==> src/sv/odd_permanent_partition_search_unit_macros.svh <==
// ----------------------------------------------------------------------------
// Assertion macros for the odd permanent partition search unit
// Implication checks clocked on clock and disabled during reset.
// ----------------------------------------------------------------------------
`ifndef ODD_PERMANENT_PARTITION_SEARCH_UNIT_MACROS_SVH
`define ODD_PERMANENT_PARTITION_SEARCH_UNIT_MACROS_SVH

// same-cycle implication
`define OPPS_ASSERT_NOW(label, ante, cons, msg) \
   label: assert property (@(posedge clock) disable iff (reset) (ante) |-> (cons)) \
      else $error(msg);

// next-cycle implication
`define OPPS_ASSERT_NEXT(label, ante, cons, msg) \
   label: assert property (@(posedge clock) disable iff (reset) (ante) |=> (cons)) \
      else $error(msg);

`endif

==> src/sv/opps_pkg.sv <==
// ----------------------------------------------------------------------------
// opps_pkg
// Shared types and constants for the odd permanent partition search unit.
// ----------------------------------------------------------------------------
package opps_pkg;

   localparam int MAX_PARTS_DEF   = 4;
   localparam int TOTAL_WIDTH_DEF = 8;

   // result status codes
   localparam logic [1:0] STATUS_FOUND  = 2'd0;
   localparam logic [1:0] STATUS_NONE   = 2'd1;
   localparam logic [1:0] STATUS_REJECT = 2'd2;

   typedef struct packed {
      logic [7:0] total;
      logic [2:0] part_count;
   } req_type;

   typedef struct packed {
      logic [1:0] status;
      logic [7:0] part_a;
      logic [7:0] part_b;
      logic [7:0] part_c;
      logic [7:0] part_d;
   } rsp_type;

   typedef enum logic [1:0] {
      ST_IDLE,
      ST_VISIT,
      ST_SCAN,
      ST_DONE
   } ctrl_state_type;

   typedef struct packed {
      logic start;     // load a new request
      logic visit;     // test parity, then step H3 or enter the scan
      logic scan;      // one step of the H4 scan or the H5 fix-up
      logic load_rsp;  // move the result into the output register
   } ctrl_cmd_type;

   typedef struct packed {
      logic req_reject;  // request on the port is out of range
      logic h3_ok;       // simple step p0--, p1++ is possible
      logic scan_end;    // scan ran past the last part: walk finished
      logic scan_ge;     // scanned part still at or above the limit
      logic rsp_free;    // output register can take a result
   } dp_status_type;

endpackage

==> src/sv/odd_permanent_partition_search_unit.sv <==
// ----------------------------------------------------------------------------
// odd_permanent_partition_search_unit
// Walks all partitions of a total into 2..4 parts, reports the last odd one.
// ----------------------------------------------------------------------------
// Sequence: a rejected item goes straight to the hand-off; otherwise P
//   partitions are visited (one per cycle) and, each time the simple step
//   fails, the H4 scan takes one to three steps; then comes the hand-off.
// Throughput: one item at a time, the next taken the cycle after the hand-off;
//   for four parts P is about total^3 / 144, set by the visit/scan loop.
// Reset: synchronous, active high; clears the sequencer, the walk state and
//   the output register.
// ----------------------------------------------------------------------------
`include "odd_permanent_partition_search_unit_macros.svh"

module odd_permanent_partition_search_unit
   import opps_pkg::*;
#(
   parameter int MAX_PARTS   = MAX_PARTS_DEF,   // 2..4
   parameter int TOTAL_WIDTH = TOTAL_WIDTH_DEF  // 4..16
)
(
   input  logic    clock,
   input  logic    reset,
   // request channel
   input  logic    req_valid,
   output logic    req_stall,
   input  req_type req_data,
   // result channel
   output logic    rsp_valid,
   input  logic    rsp_stall,
   output rsp_type rsp_data
);

   // Controller and datapath talk only through the command and status groups.
   ctrl_cmd_type  cmd;
   dp_status_type dp_status;

   // Sequencer: idle -> visit <-> scan -> done -> idle; a reject jumps to done.
   // A new item is taken only in idle; the output register lets a finished item
   // wait for the receiver while the next one is already being searched.
   opps_ctrl u_ctrl (
      .clock     (clock),
      .reset     (reset),
      .req_valid (req_valid),
      .req_stall (req_stall),
      .dp_status (dp_status),
      .cmd       (cmd)
   );

   // Holds the partition being visited, the last odd one, the H4 running
   // sum and scan index, and the output register.
   opps_datapath #(
      .MAX_PARTS   (MAX_PARTS),
      .TOTAL_WIDTH (TOTAL_WIDTH)
   ) u_datapath (
      .clock     (clock),
      .reset     (reset),
      .req_data  (req_data),
      .cmd       (cmd),
      .dp_status (dp_status),
      .rsp_valid (rsp_valid),
      .rsp_stall (rsp_stall),
      .rsp_data  (rsp_data)
   );

   // ---------------------------------------------------------------------
   // Checks
   // ---------------------------------------------------------------------
   logic rsp_found;
   logic parts_zero;
   logic parts_ordered;

   assign rsp_found     = rsp_valid && (rsp_data.status == STATUS_FOUND);
   assign parts_zero    = (rsp_data.part_a == 8'd0) && (rsp_data.part_b == 8'd0)
                        && (rsp_data.part_c == 8'd0) && (rsp_data.part_d == 8'd0);
   assign parts_ordered = (rsp_data.part_a >= rsp_data.part_b)
                        && (rsp_data.part_b >= rsp_data.part_c)
                        && (rsp_data.part_c >= rsp_data.part_d);

   // after taking an item the block is busy until its result is loaded
   `OPPS_ASSERT_NEXT(a_busy_after_accept, req_valid && !req_stall, req_stall, "busy not held")

   // no part is reported unless an odd partition was found
   `OPPS_ASSERT_NOW(a_zero_parts, rsp_valid && !rsp_found, parts_zero, "parts set without a find")

   // a found partition keeps its parts in non-increasing order
   `OPPS_ASSERT_NOW(a_order, rsp_found, parts_ordered, "found partition out of order")

endmodule

==> src/sv/opps_ctrl.sv <==
// ----------------------------------------------------------------------------
// opps_ctrl
// Sequencer for the partition walk: idle, visit, scan and result hand-off.
// ----------------------------------------------------------------------------
module opps_ctrl
   import opps_pkg::*;
(
   input  logic          clock,
   input  logic          reset,
   input  logic          req_valid,
   output logic          req_stall,
   input  dp_status_type dp_status,
   output ctrl_cmd_type  cmd
);

   ctrl_state_type state_ff;
   ctrl_state_type state_in;

   always_ff @(posedge clock) begin
      if (reset) begin
         state_ff <= ST_IDLE;
      end else begin
         state_ff <= state_in;
      end
   end

   always_comb begin
      state_in  = state_ff;
      cmd       = '0;
      req_stall = 1'b1;
      case (state_ff)
         ST_IDLE: begin
            req_stall = 1'b0;
            if (req_valid) begin
               cmd.start = 1'b1;
               state_in  = dp_status.req_reject ? ST_DONE : ST_VISIT;
            end
         end
         ST_VISIT: begin
            cmd.visit = 1'b1;
            if (!dp_status.h3_ok) begin
               state_in = ST_SCAN;
            end
         end
         ST_SCAN: begin
            cmd.scan = 1'b1;
            if (dp_status.scan_end) begin
               state_in = ST_DONE;
            end else if (!dp_status.scan_ge) begin
               state_in = ST_VISIT;
            end
         end
         ST_DONE: begin
            if (dp_status.rsp_free) begin
               cmd.load_rsp = 1'b1;
               state_in     = ST_IDLE;
            end
         end
         default: begin
            state_in = ST_IDLE;
         end
      endcase
   end

endmodule

==> src/sv/opps_datapath.sv <==
// ----------------------------------------------------------------------------
// opps_datapath
// Partition registers, H4 scan logic, parity test and output register.
// ----------------------------------------------------------------------------
module opps_datapath
   import opps_pkg::*;
#(
   parameter int MAX_PARTS   = MAX_PARTS_DEF,
   parameter int TOTAL_WIDTH = TOTAL_WIDTH_DEF
)
(
   input  logic          clock,
   input  logic          reset,
   input  req_type       req_data,
   input  ctrl_cmd_type  cmd,
   output dp_status_type dp_status,
   output logic          rsp_valid,
   input  logic          rsp_stall,
   output rsp_type       rsp_data
);

   localparam int TW     = TOTAL_WIDTH;
   localparam int IDX_W  = (MAX_PARTS > 2) ? $clog2(MAX_PARTS) : 1;
   localparam int SCAN_W = $clog2(MAX_PARTS + 1);

   logic [TW-1:0]   parts_ff  [MAX_PARTS];
   logic [TW-1:0]   parts_in  [MAX_PARTS];
   logic [TW-1:0]   chosen_ff [MAX_PARTS];
   logic [TW-1:0]   chosen_in [MAX_PARTS];
   logic [TW:0]     carry_ff;
   logic [TW:0]     carry_in;
   logic [SCAN_W-1:0] scan_ff;
   logic [SCAN_W-1:0] scan_in;
   logic            found_ff;
   logic            found_in;
   logic [2:0]      cnt_ff;
   logic [2:0]      cnt_in;
   logic            reject_ff;
   logic            reject_in;
   logic            rsp_valid_ff;
   logic            rsp_valid_in;
   rsp_type         rsp_ff;
   rsp_type         rsp_in;

   // request decode
   logic [TW+7:0]   total_ext;
   logic [TW-1:0]   req_total;
   logic [2:0]      req_cnt;
   logic [TW-1:0]   first_part;

   assign total_ext  = {{TW{1'b0}}, req_data.total};
   assign req_total  = total_ext[TW-1:0];
   assign req_cnt    = req_data.part_count;
   assign first_part = req_total - TW'(req_cnt) + TW'(1);

   assign dp_status.req_reject = (req_cnt < 3'd2) || (req_cnt > 3'd4)
                               || ({1'b0, req_cnt} > 4'(MAX_PARTS))
                               || (req_total < TW'(req_cnt));

   // parity of the circulant permanent from the part low bits
   logic [3:0] lsb;
   logic       odd;

   for (genvar k = 0; k < 4; k++) begin : g_lsb
      if (k < MAX_PARTS) begin : g_on
         assign lsb[k] = parts_ff[k][0] & (3'(k) < cnt_ff);
      end else begin : g_off
         assign lsb[k] = 1'b0;
      end
   end

   assign odd = (^lsb) ^ ((cnt_ff == 3'd3) & (&lsb[2:0]));

   // H3 test and H4 scan
   logic [TW-1:0] p0;
   logic [TW-1:0] p1;
   logic [TW-1:0] pj;
   logic [TW-1:0] x_next;
   logic [TW:0]   fix_carry;

   assign p0 = parts_ff[0];
   assign p1 = parts_ff[1];
   assign pj = parts_ff[scan_ff[IDX_W-1:0]];
   assign x_next = pj + TW'(1);

   assign dp_status.h3_ok    = ({1'b0, p1} + (TW+1)'(1)) < {1'b0, p0};
   assign dp_status.scan_end = 4'(scan_ff) >= 4'(cnt_ff);
   assign dp_status.scan_ge  = pj >= (p0 - TW'(1));
   assign dp_status.rsp_free = !rsp_valid_ff || !rsp_stall;

   always_comb begin
      fix_carry = carry_ff;
      for (int i = 1; i < MAX_PARTS; i++) begin
         if (SCAN_W'(i) < scan_ff) begin
            fix_carry = fix_carry - {1'b0, x_next};
         end
      end
   end

   // output part widening or trimming to 8 bits
   logic [7:0] out_part [4];

   for (genvar k = 0; k < 4; k++) begin : g_out
      if (k < MAX_PARTS) begin : g_on
         logic [TW+7:0] ext;
         assign ext         = {8'b0, chosen_ff[k]};
         assign out_part[k] = found_ff ? ext[7:0] : 8'd0;
      end else begin : g_off
         assign out_part[k] = 8'd0;
      end
   end

   always_comb begin
      parts_in     = parts_ff;
      chosen_in    = chosen_ff;
      carry_in     = carry_ff;
      scan_in      = scan_ff;
      found_in     = found_ff;
      cnt_in       = cnt_ff;
      reject_in    = reject_ff;
      rsp_valid_in = rsp_valid_ff;
      rsp_in       = rsp_ff;

      if (rsp_valid_ff && !rsp_stall) begin
         rsp_valid_in = 1'b0;
      end

      if (cmd.start) begin
         cnt_in    = req_cnt;
         reject_in = dp_status.req_reject;
         found_in  = 1'b0;
         carry_in  = '0;
         scan_in   = '0;
         for (int i = 0; i < MAX_PARTS; i++) begin
            chosen_in[i] = '0;
            if (i == 0) begin
               parts_in[i] = first_part;
            end else begin
               parts_in[i] = (3'(i) < req_cnt) ? TW'(1) : '0;
            end
         end
      end

      if (cmd.visit) begin
         if (odd) begin
            chosen_in = parts_ff;
            found_in  = 1'b1;
         end
         if (dp_status.h3_ok) begin
            parts_in[0] = p0 - TW'(1);
            parts_in[1] = p1 + TW'(1);
         end else begin
            carry_in = {1'b0, p0} + {1'b0, p1} - (TW+1)'(1);
            scan_in  = SCAN_W'(2);
         end
      end

      if (cmd.scan && !dp_status.scan_end) begin
         if (dp_status.scan_ge) begin
            carry_in = carry_ff + {1'b0, pj};
            scan_in  = scan_ff + SCAN_W'(1);
         end else begin
            for (int i = 1; i < MAX_PARTS; i++) begin
               if (SCAN_W'(i) <= scan_ff) begin
                  parts_in[i] = x_next;
               end
            end
            parts_in[0] = fix_carry[TW-1:0];
         end
      end

      if (cmd.load_rsp) begin
         rsp_valid_in = 1'b1;
         if (reject_ff) begin
            rsp_in.status = STATUS_REJECT;
         end else if (found_ff) begin
            rsp_in.status = STATUS_FOUND;
         end else begin
            rsp_in.status = STATUS_NONE;
         end
         rsp_in.part_a = out_part[0];
         rsp_in.part_b = out_part[1];
         rsp_in.part_c = out_part[2];
         rsp_in.part_d = out_part[3];
      end
   end

   always_ff @(posedge clock) begin
      if (reset) begin
         rsp_valid_ff <= 1'b0;
      end else begin
         rsp_valid_ff <= rsp_valid_in;
      end
   end

   always_ff @(posedge clock) begin
      if (reset) begin
         parts_ff  <= '{default: '0};
         chosen_ff <= '{default: '0};
         carry_ff  <= '0;
         scan_ff   <= '0;
         found_ff  <= 1'b0;
         cnt_ff    <= '0;
         reject_ff <= 1'b0;
         rsp_ff    <= '0;
      end else begin
         parts_ff  <= parts_in;
         chosen_ff <= chosen_in;
         carry_ff  <= carry_in;
         scan_ff   <= scan_in;
         found_ff  <= found_in;
         cnt_ff    <= cnt_in;
         reject_ff <= reject_in;
         rsp_ff    <= rsp_in;
      end
   end

   assign rsp_valid = rsp_valid_ff;
   assign rsp_data  = rsp_ff;

endmodule
==> config.mk <==
export PLATFORM = sky130hd
export DESIGN_NAME = odd_permanent_partition_search_unit
export DESIGN_NICKNAME = d
export VERILOG_FILES = /design/src/sv/opps_pkg.sv /design/src/sv/odd_permanent_partition_search_unit.sv /design/src/sv/opps_ctrl.sv /design/src/sv/opps_datapath.sv
export VERILOG_INCLUDE_DIRS = /design/src /design/src/sv
export SDC_FILE = /design/constraint.sdc
export NUM_CORES = 1
export LEC_CHECK = 0
export BUFFER_PORTS_ARGS = -buffer_cell sky130_fd_sc_hd__buf_2
export CAP_MARGIN = 25
export CORE_UTILIZATION = 51
export CTS_CLUSTER_DIAMETER = 100
export DETAILED_ROUTE_END_ITERATION = 8
export HOLD_SLACK_MARGIN = 0.1
export PLACE_DENSITY_LB_ADDON = 0.2
export REMOVE_ABC_BUFFERS = 1
export SKIP_LAST_GASP = 1
export SYNTH_ARGS = -nofsm -noshare
export SYNTH_HDL_FRONTEND = slang
export SYNTH_HIERARCHICAL = 1
export SYNTH_SLANG_ARGS = --single-unit
==> constraint.sdc <==
create_clock -name clock -period 8.8 [get_ports clock]
set_input_delay 1.76 -clock clock [delete_from_list [all_inputs] [get_ports clock]]
set_output_delay 1.76 -clock clock [all_outputs]
set_load 0.02 [all_outputs]
* After elaboration in Yosys (flattened, before gate mapping) *
Index checks and enable logic that the tools add are counted.

word-level totals
  bits in registers = 118
  input port bits = 15
  logic and storage cells = 138

operators by class
  $add $sub $neg = 13
  $lt $le $gt $ge = 21
  equal/unequal tests = 8
  muxes and demuxes = 55
  bitwise gates (word level) = 7
  reductions and logical operators = 14

operators with widths
  kind                   number
  $mux W32               6
  $mux W8                12
  $mux W9                5
  $mux W16               2
  $add A8 B1 Y8 const B  3
  $sub A8 B8 Y8          3
  $lt A2 B3 Y1 const A   6
  $bmux W8 S2            1
  $mux W1                16
  $mux W3                5
  $mux W2                7
  $lt A1 B3 Y1 const A   4
  $add A8 B1 Y9 const B  1
  $add A8 B8 Y9          1
  $add A9 B8 Y9          1
  $lt A9 B8 Y1           1
  $sub A9 B1 Y9 const B  1
  $ge A8 B8 Y1           1
  $lt A8 B3 Y1           1
  $pmux W2 S4            1
  $sub A8 B1 Y8 const B  1
  $sub A8 B3 Y8          1
  $gt A3 B3 Y1 const B   2
  $le A2 B3 Y1 const A   2
  other kinds (21)       34

* Depth between registers and ports, before layout *
  depth after elaboration = 13
  mapped depth = 28
  mapped depth without buffers = 27

* Hierarchy *
The synthesis kept the hierarchy.

by module, submodules not included
  module         instances  cells each  area an instance (um2)
  opps_datapath  1          964         7816.2
  opps_ctrl      1          23          187.7

* Worst setup path before layout *
OpenSTA, ideal clock, no wires.

  path type = reg-to-reg
  start = register u_datapath.scan_ff[0]
  end = register u_datapath.parts_ff, in the netlist u_datapath/p0[7]
  setup time = 0.087 ns
  data arrival time = 5.711 ns
  data required time = 8.713 ns
  path slack = 3.002 ns
  cell stages (with the launch flop) = 26
  clock period less this slack = 5.798 ns
  path through = dfxtp_1 clkbuf_2 mux4_2 ha_1 inv_1 fa_1 maj3_1 maj3_1 xnor2_1 nand2_1 xnor2_1 ha_1 o2111ai_1 nand4b_1 xnor2_1 o21ai_0 ha_1 or3_1 a211oi_1 nor3_1 xnor2_1 and2_1 a41oi_1 xor2_1 xnor2_1 a221oi_2

between the ends
  word-level cells in the longest chain between the ends = 13

RTL lines
  what                                        line                  RTL
  start, declared                             opps_datapath.sv:32   logic [SCAN_W-1:0] scan_ff;
  start signal, assigned                      opps_datapath.sv:210  scan_ff <= scan_in;
  $not A2 Y3 (implied by the code)            opps_datapath.sv:83   assign pj = parts_ff[scan_ff[IDX_W-1:0]];
  $bmux W8 S2                                 opps_datapath.sv:83
  $mux W8 (implied by the code) (2 in a row)  opps_datapath.sv:83
  $add A8 B1 Y8                               opps_datapath.sv:84   assign x_next = pj + TW'(1);
  $sub A8 B8 Y8                               opps_datapath.sv:95   fix_carry = fix_carry - {1'b0, x_next};
  $mux W8                                     opps_datapath.sv:94   if (SCAN_W'(i) < scan_ff) begin
  $sub A8 B8 Y8                               opps_datapath.sv:95
  $mux W8                                     opps_datapath.sv:94
  $sub A8 B8 Y8                               opps_datapath.sv:95
  $mux W8                                     opps_datapath.sv:94
  $mux W32                                    opps_datapath.sv:159  if (dp_status.scan_ge) begin
  $mux W32 (*)                                opps_datapath.sv:158  if (cmd.scan && !dp_status.scan_end) begin
  end signal, assigned                        opps_datapath.sv:207  parts_ff <= parts_in;
  end, declared                               opps_datapath.sv:26   logic [TW-1:0] parts_ff [MAX_PARTS];

Every way passes the cells marked *; elsewhere a longest branch is shown, timed or not. The select of a mux whose other input is x is not followed.
A chain may end at the register's enable or synchronous reset.

* Final worst setup path *
Same ends and word-level chain as after synthesis.

==> summary.md <==
| Metric | Value |
|---|---|
| Via count | 7,012 |
| DRC Markers | 0 |
| Antenna violations before repair | 1 |
| Worst-Margin Slew | 1.055 ns |
| Area share of fa/ha/maj cells after synthesis | 14.65% |
| Tot GR Track Use | 26.38% |
| Most used DFF post-synth | dfxtp_1 |
| Hold path startpoint | u_datapath/rsp_data[17]$_SDFFE_PP0P_ |
| Critical path's largest stage delay | 0.62 ns |
| Fillers | 1,438 |
| Nets@finish | 1,109 |
| Crit. End Element | register |
| Type of the worst setup path | reg -> reg |
| Hold Path Class | reg -> reg |
| CTS clk-pin slew, worst paths | 0.05 ns |
| Slew Viols, Final | 0 |
| Final ANT Viol Nets | 0 |
| Tcrit/Tclk final | 73.12% |
| Worst Hold Endpoint | u_datapath/rsp_data[17]$_SDFFE_PP0P_ |
| Simple-gate share of the synthesized area | 19.98% |
| RR Endpoint | u_datapath/p0[7]$_SDFF_PP0_ |
| I/O Buffers | 50 |
| Root Buffer | clkbuf_16 |
| First-pass GRT wire length | 33.60 mm |
| Placed cells | 1,200 |
| Drt wl/cell | 16.57 µm |
| Setup bufs post-CTS | 0 |
| Worst Path Arrival | 6.76 ns |
| Final Hold Viols | 0 |
| Synth cell count leaders | a21oi_1 (119), dfxtp_1 (117), nand3_1 (100) |
| GP Congestion | 0.9148 |
| Fraction of registers with async set/reset | 0% |
| Crit path from | u_datapath/scan_ff[0]$_SDFF_PP0_ |
| Post-synth top area share | 29.26% |
| Clock net sink count | 117 |
| Crit path time final | 6.434 ns |
| Initial detailed-routing violation count | 711 |
| I/O Pins | 51 |
| Initial Utilization | 52.46% |
| Ys Warns | 6 |
| Rows | 45 |
| First-pass iteration count of the detailed router | 6 |
| Final setup TNS | 0 ns |
| Final WL | 20.42 mm |
| Synth Instances | 987 |
| Mux cell area share after synthesis | 5.596% |
| RSZ-0062 raised after global routing | no |
| CTS H-tree depth | 4 |
| Max frequency | 155.4 MHz |
| Vias in the first global route | 6,588 |
| Global route total overflow | 0 |
| HPWL after detailed placement | 14.91 mm |
| Cell taking the most area after synthesis | dfxtp_1 |
| Area growth from synthesis to layout | 12.26% |
| Worst path most repeated cell | xnor2_1 |
| Slowest CP cell | mux4_2 |
| Synthesized flop and latch total | 117 |
| Maximum vdd drop | 0.0001980 V |
| Die area | 16,200 µm² |
| Leak | 3.731 nW |
| Slack of the worst reg-to-reg path | 2.37 ns |
| Most frequent cell after synthesis | a21oi_1 |
| XOR/XNOR share of the synthesized area | 6.691% |
| CP max FO | 15 |
| Fraction of layout cells with a size suffix above 1 | 11.17% |
| Hold depth | 2 |
| Critical Path RT | 9.12 ns |
| Area of the core | 15,260 µm² |
| Max_cap viols | 0 |
| RR Startpoint | u_datapath/scan_ff[0]$_SDFF_PP0_ |
| Area contributors post-synth | dfxtp_1 (29%), ha_1 (12%), a21oi_1 (7.4%) |
| Relative max-transition margin | 29.50% |
| Count of final setup violators | 0 |
| Pwr dens | 351.6 nW/µm² |
| Layout Cells excl Fill | 1,232 |
| CP Launch Type | register |
| Compound-Gate Fraction of Synth Area | 17.38% |
| Die height | 127.3 µm |
| Die X | 127.3 µm |
| Hold_buf cts | 0 |
| Cts bufs inserted | 17 |
| Post_cts resized | 0 |
| Cell Area, Synth | 8004 µm² |
| Status | complete, no violations |
| Vias per cell | 5.692 |
| Longest Clk Path Bufs | 2 |
| ANT cells | 0 |
| Clock Skew | 0.005419 ns |
| Avg Cell Area, Syn | 8.109 µm² |
| Yosys cell types | 58 |
| Main combinational cell family by area after synthesis | simple AND/OR/NAND/NOR gates |
| Largest net degree at the start of global routing | 86 |
| R2R depth | 25 |
| Clock latency on the worst-skew pair | 0.41 ns |
| Sequential-to-total area share from yosys stat | 29.26% |
| TritonCTS clock tree | done |
| Post-synth EDFFs | 0 |
## cell usage in the layout (no fill, tap or decap), types with 17 or more instances in the layout
master     count
nand2_1       80
a21o_1        20
a211oi_1      17
dfxtp_1      117
mux2i_1       17
buf_2         49
ha_1          79
clkbuf_16     17
xnor2_1       42
inv_1         70
nor2_1        57
nand3_1      100
nand2b_1      45
a21oi_1      119
## metal layers
layer | routed length [µm] | vias to the layer above | track usage [%]
li1 | - | 3486 | -
met2 | 9196 | 221 | 41.72
met5 | 0 | - | 0
met4 | 642 | 0 | 10.50
met1 | 9314 | 3266 | 35.38
met3 | 1262 | 39 | 5.067
## critical path: cells and delay by family, from the launching register on
family	cells	cell delay [ns]
muxes	1	0.62
adders and majority gates	6	2.25
buffers and inverters	2	0.42
AOI/OAI and AO/OA	5	0.88
xor gates and xnor gates	6	1.00
and+or+nand+nor	5	0.85
DFF	1	0.30
## cell families (layout without fill, tap and decap cells)
logic type | after synthesis | count (layout)
adder cells (fa/ha/maj) | 91 | 91
buffers and inverters | 131 | 165
multiplexers | 32 | 32
flip-flops | 117 | 117
AND/OR/NAND/NOR | 332 | 332
AO/OA/AOI/OAI | 225 | 225
XOR/XNOR | 59 | 59
## report_power, final
group / switching [mW] / total, mW / internal, mW
logic: 1.02 / 1.82 / 0.807
registers: 0.0908 / 0.667 / 0.576
clock network: 0.239 / 0.668 / 0.429
## cell type report
| type | count | area, µm² | area share [%] |
|---|---|---|---|
| Inverter | 73 | 274.0 | 3.050 |
| Clock buffer | 23 | 467.9 | 5.208 |
| Timing Repair Buffer | 61 | 387.9 | 4.317 |
| Clock inverter | 8 | 101.3 | 1.128 |
| Multi-Input combinational cell | 739 | 5147 | 57.29 |
| Sequential cell | 117 | 2342 | 26.07 |
| Tap cell | 211 | 264.0 | 2.938 |
## metrics by stage
stage / total power [mW] / worst slack [ns] / util [%] / instance area, µm² / hold WS [ns]
final: 3.159 / 2.366 / 58.88 / 8985 / 0.4624
after CTS: 3.150 / 2.366 / 58.75 / 8965 / 0.4657
after global routing: 3.406 / 1.846 / 58.88 / 8985 / 0.4847
after global placement: 2.448 / 2.578 / 54.66 / 8341 / 0.4531
after floorplan: 2.058 / 2.807 / - / 7762 / 0.4310
after detailed placement: 2.473 / 2.429 / 55.02 / 8396 / 0.4574
## sequential cells by signal, indices dropped and copies added, names as in the netlist
name / flops
u_datapath/rsp_data: 34
u_datapath/chosen_ff: 32
u_datapath/parts_ff: 16
u_datapath/carry_ff: 8
u_datapath/p0: 8
u_datapath/p1: 8
u_datapath/cnt_ff: 3
u_datapath/scan_ff: 3
u_ctrl/state_ff: 2
u_datapath/found_ff: 1
u_datapath/reject_ff: 1
u_datapath/rsp_valid: 1
## worst max path at each step
stage	cells past startpoint	to
floorplan	24	u_datapath/p0[7]$_SDFF_PP0_
global placement	25	u_datapath/p0[7]$_SDFF_PP0_
detailed placement	25	u_datapath/p0[7]$_SDFF_PP0_
CTS	25	u_datapath/p0[7]$_SDFF_PP0_
global route	25	u_datapath/p0[7]$_SDFF_PP0_
finish	25	u_datapath/p0[7]$_SDFF_PP0_
Note: power is estimated with default switching activity, not from simulation.
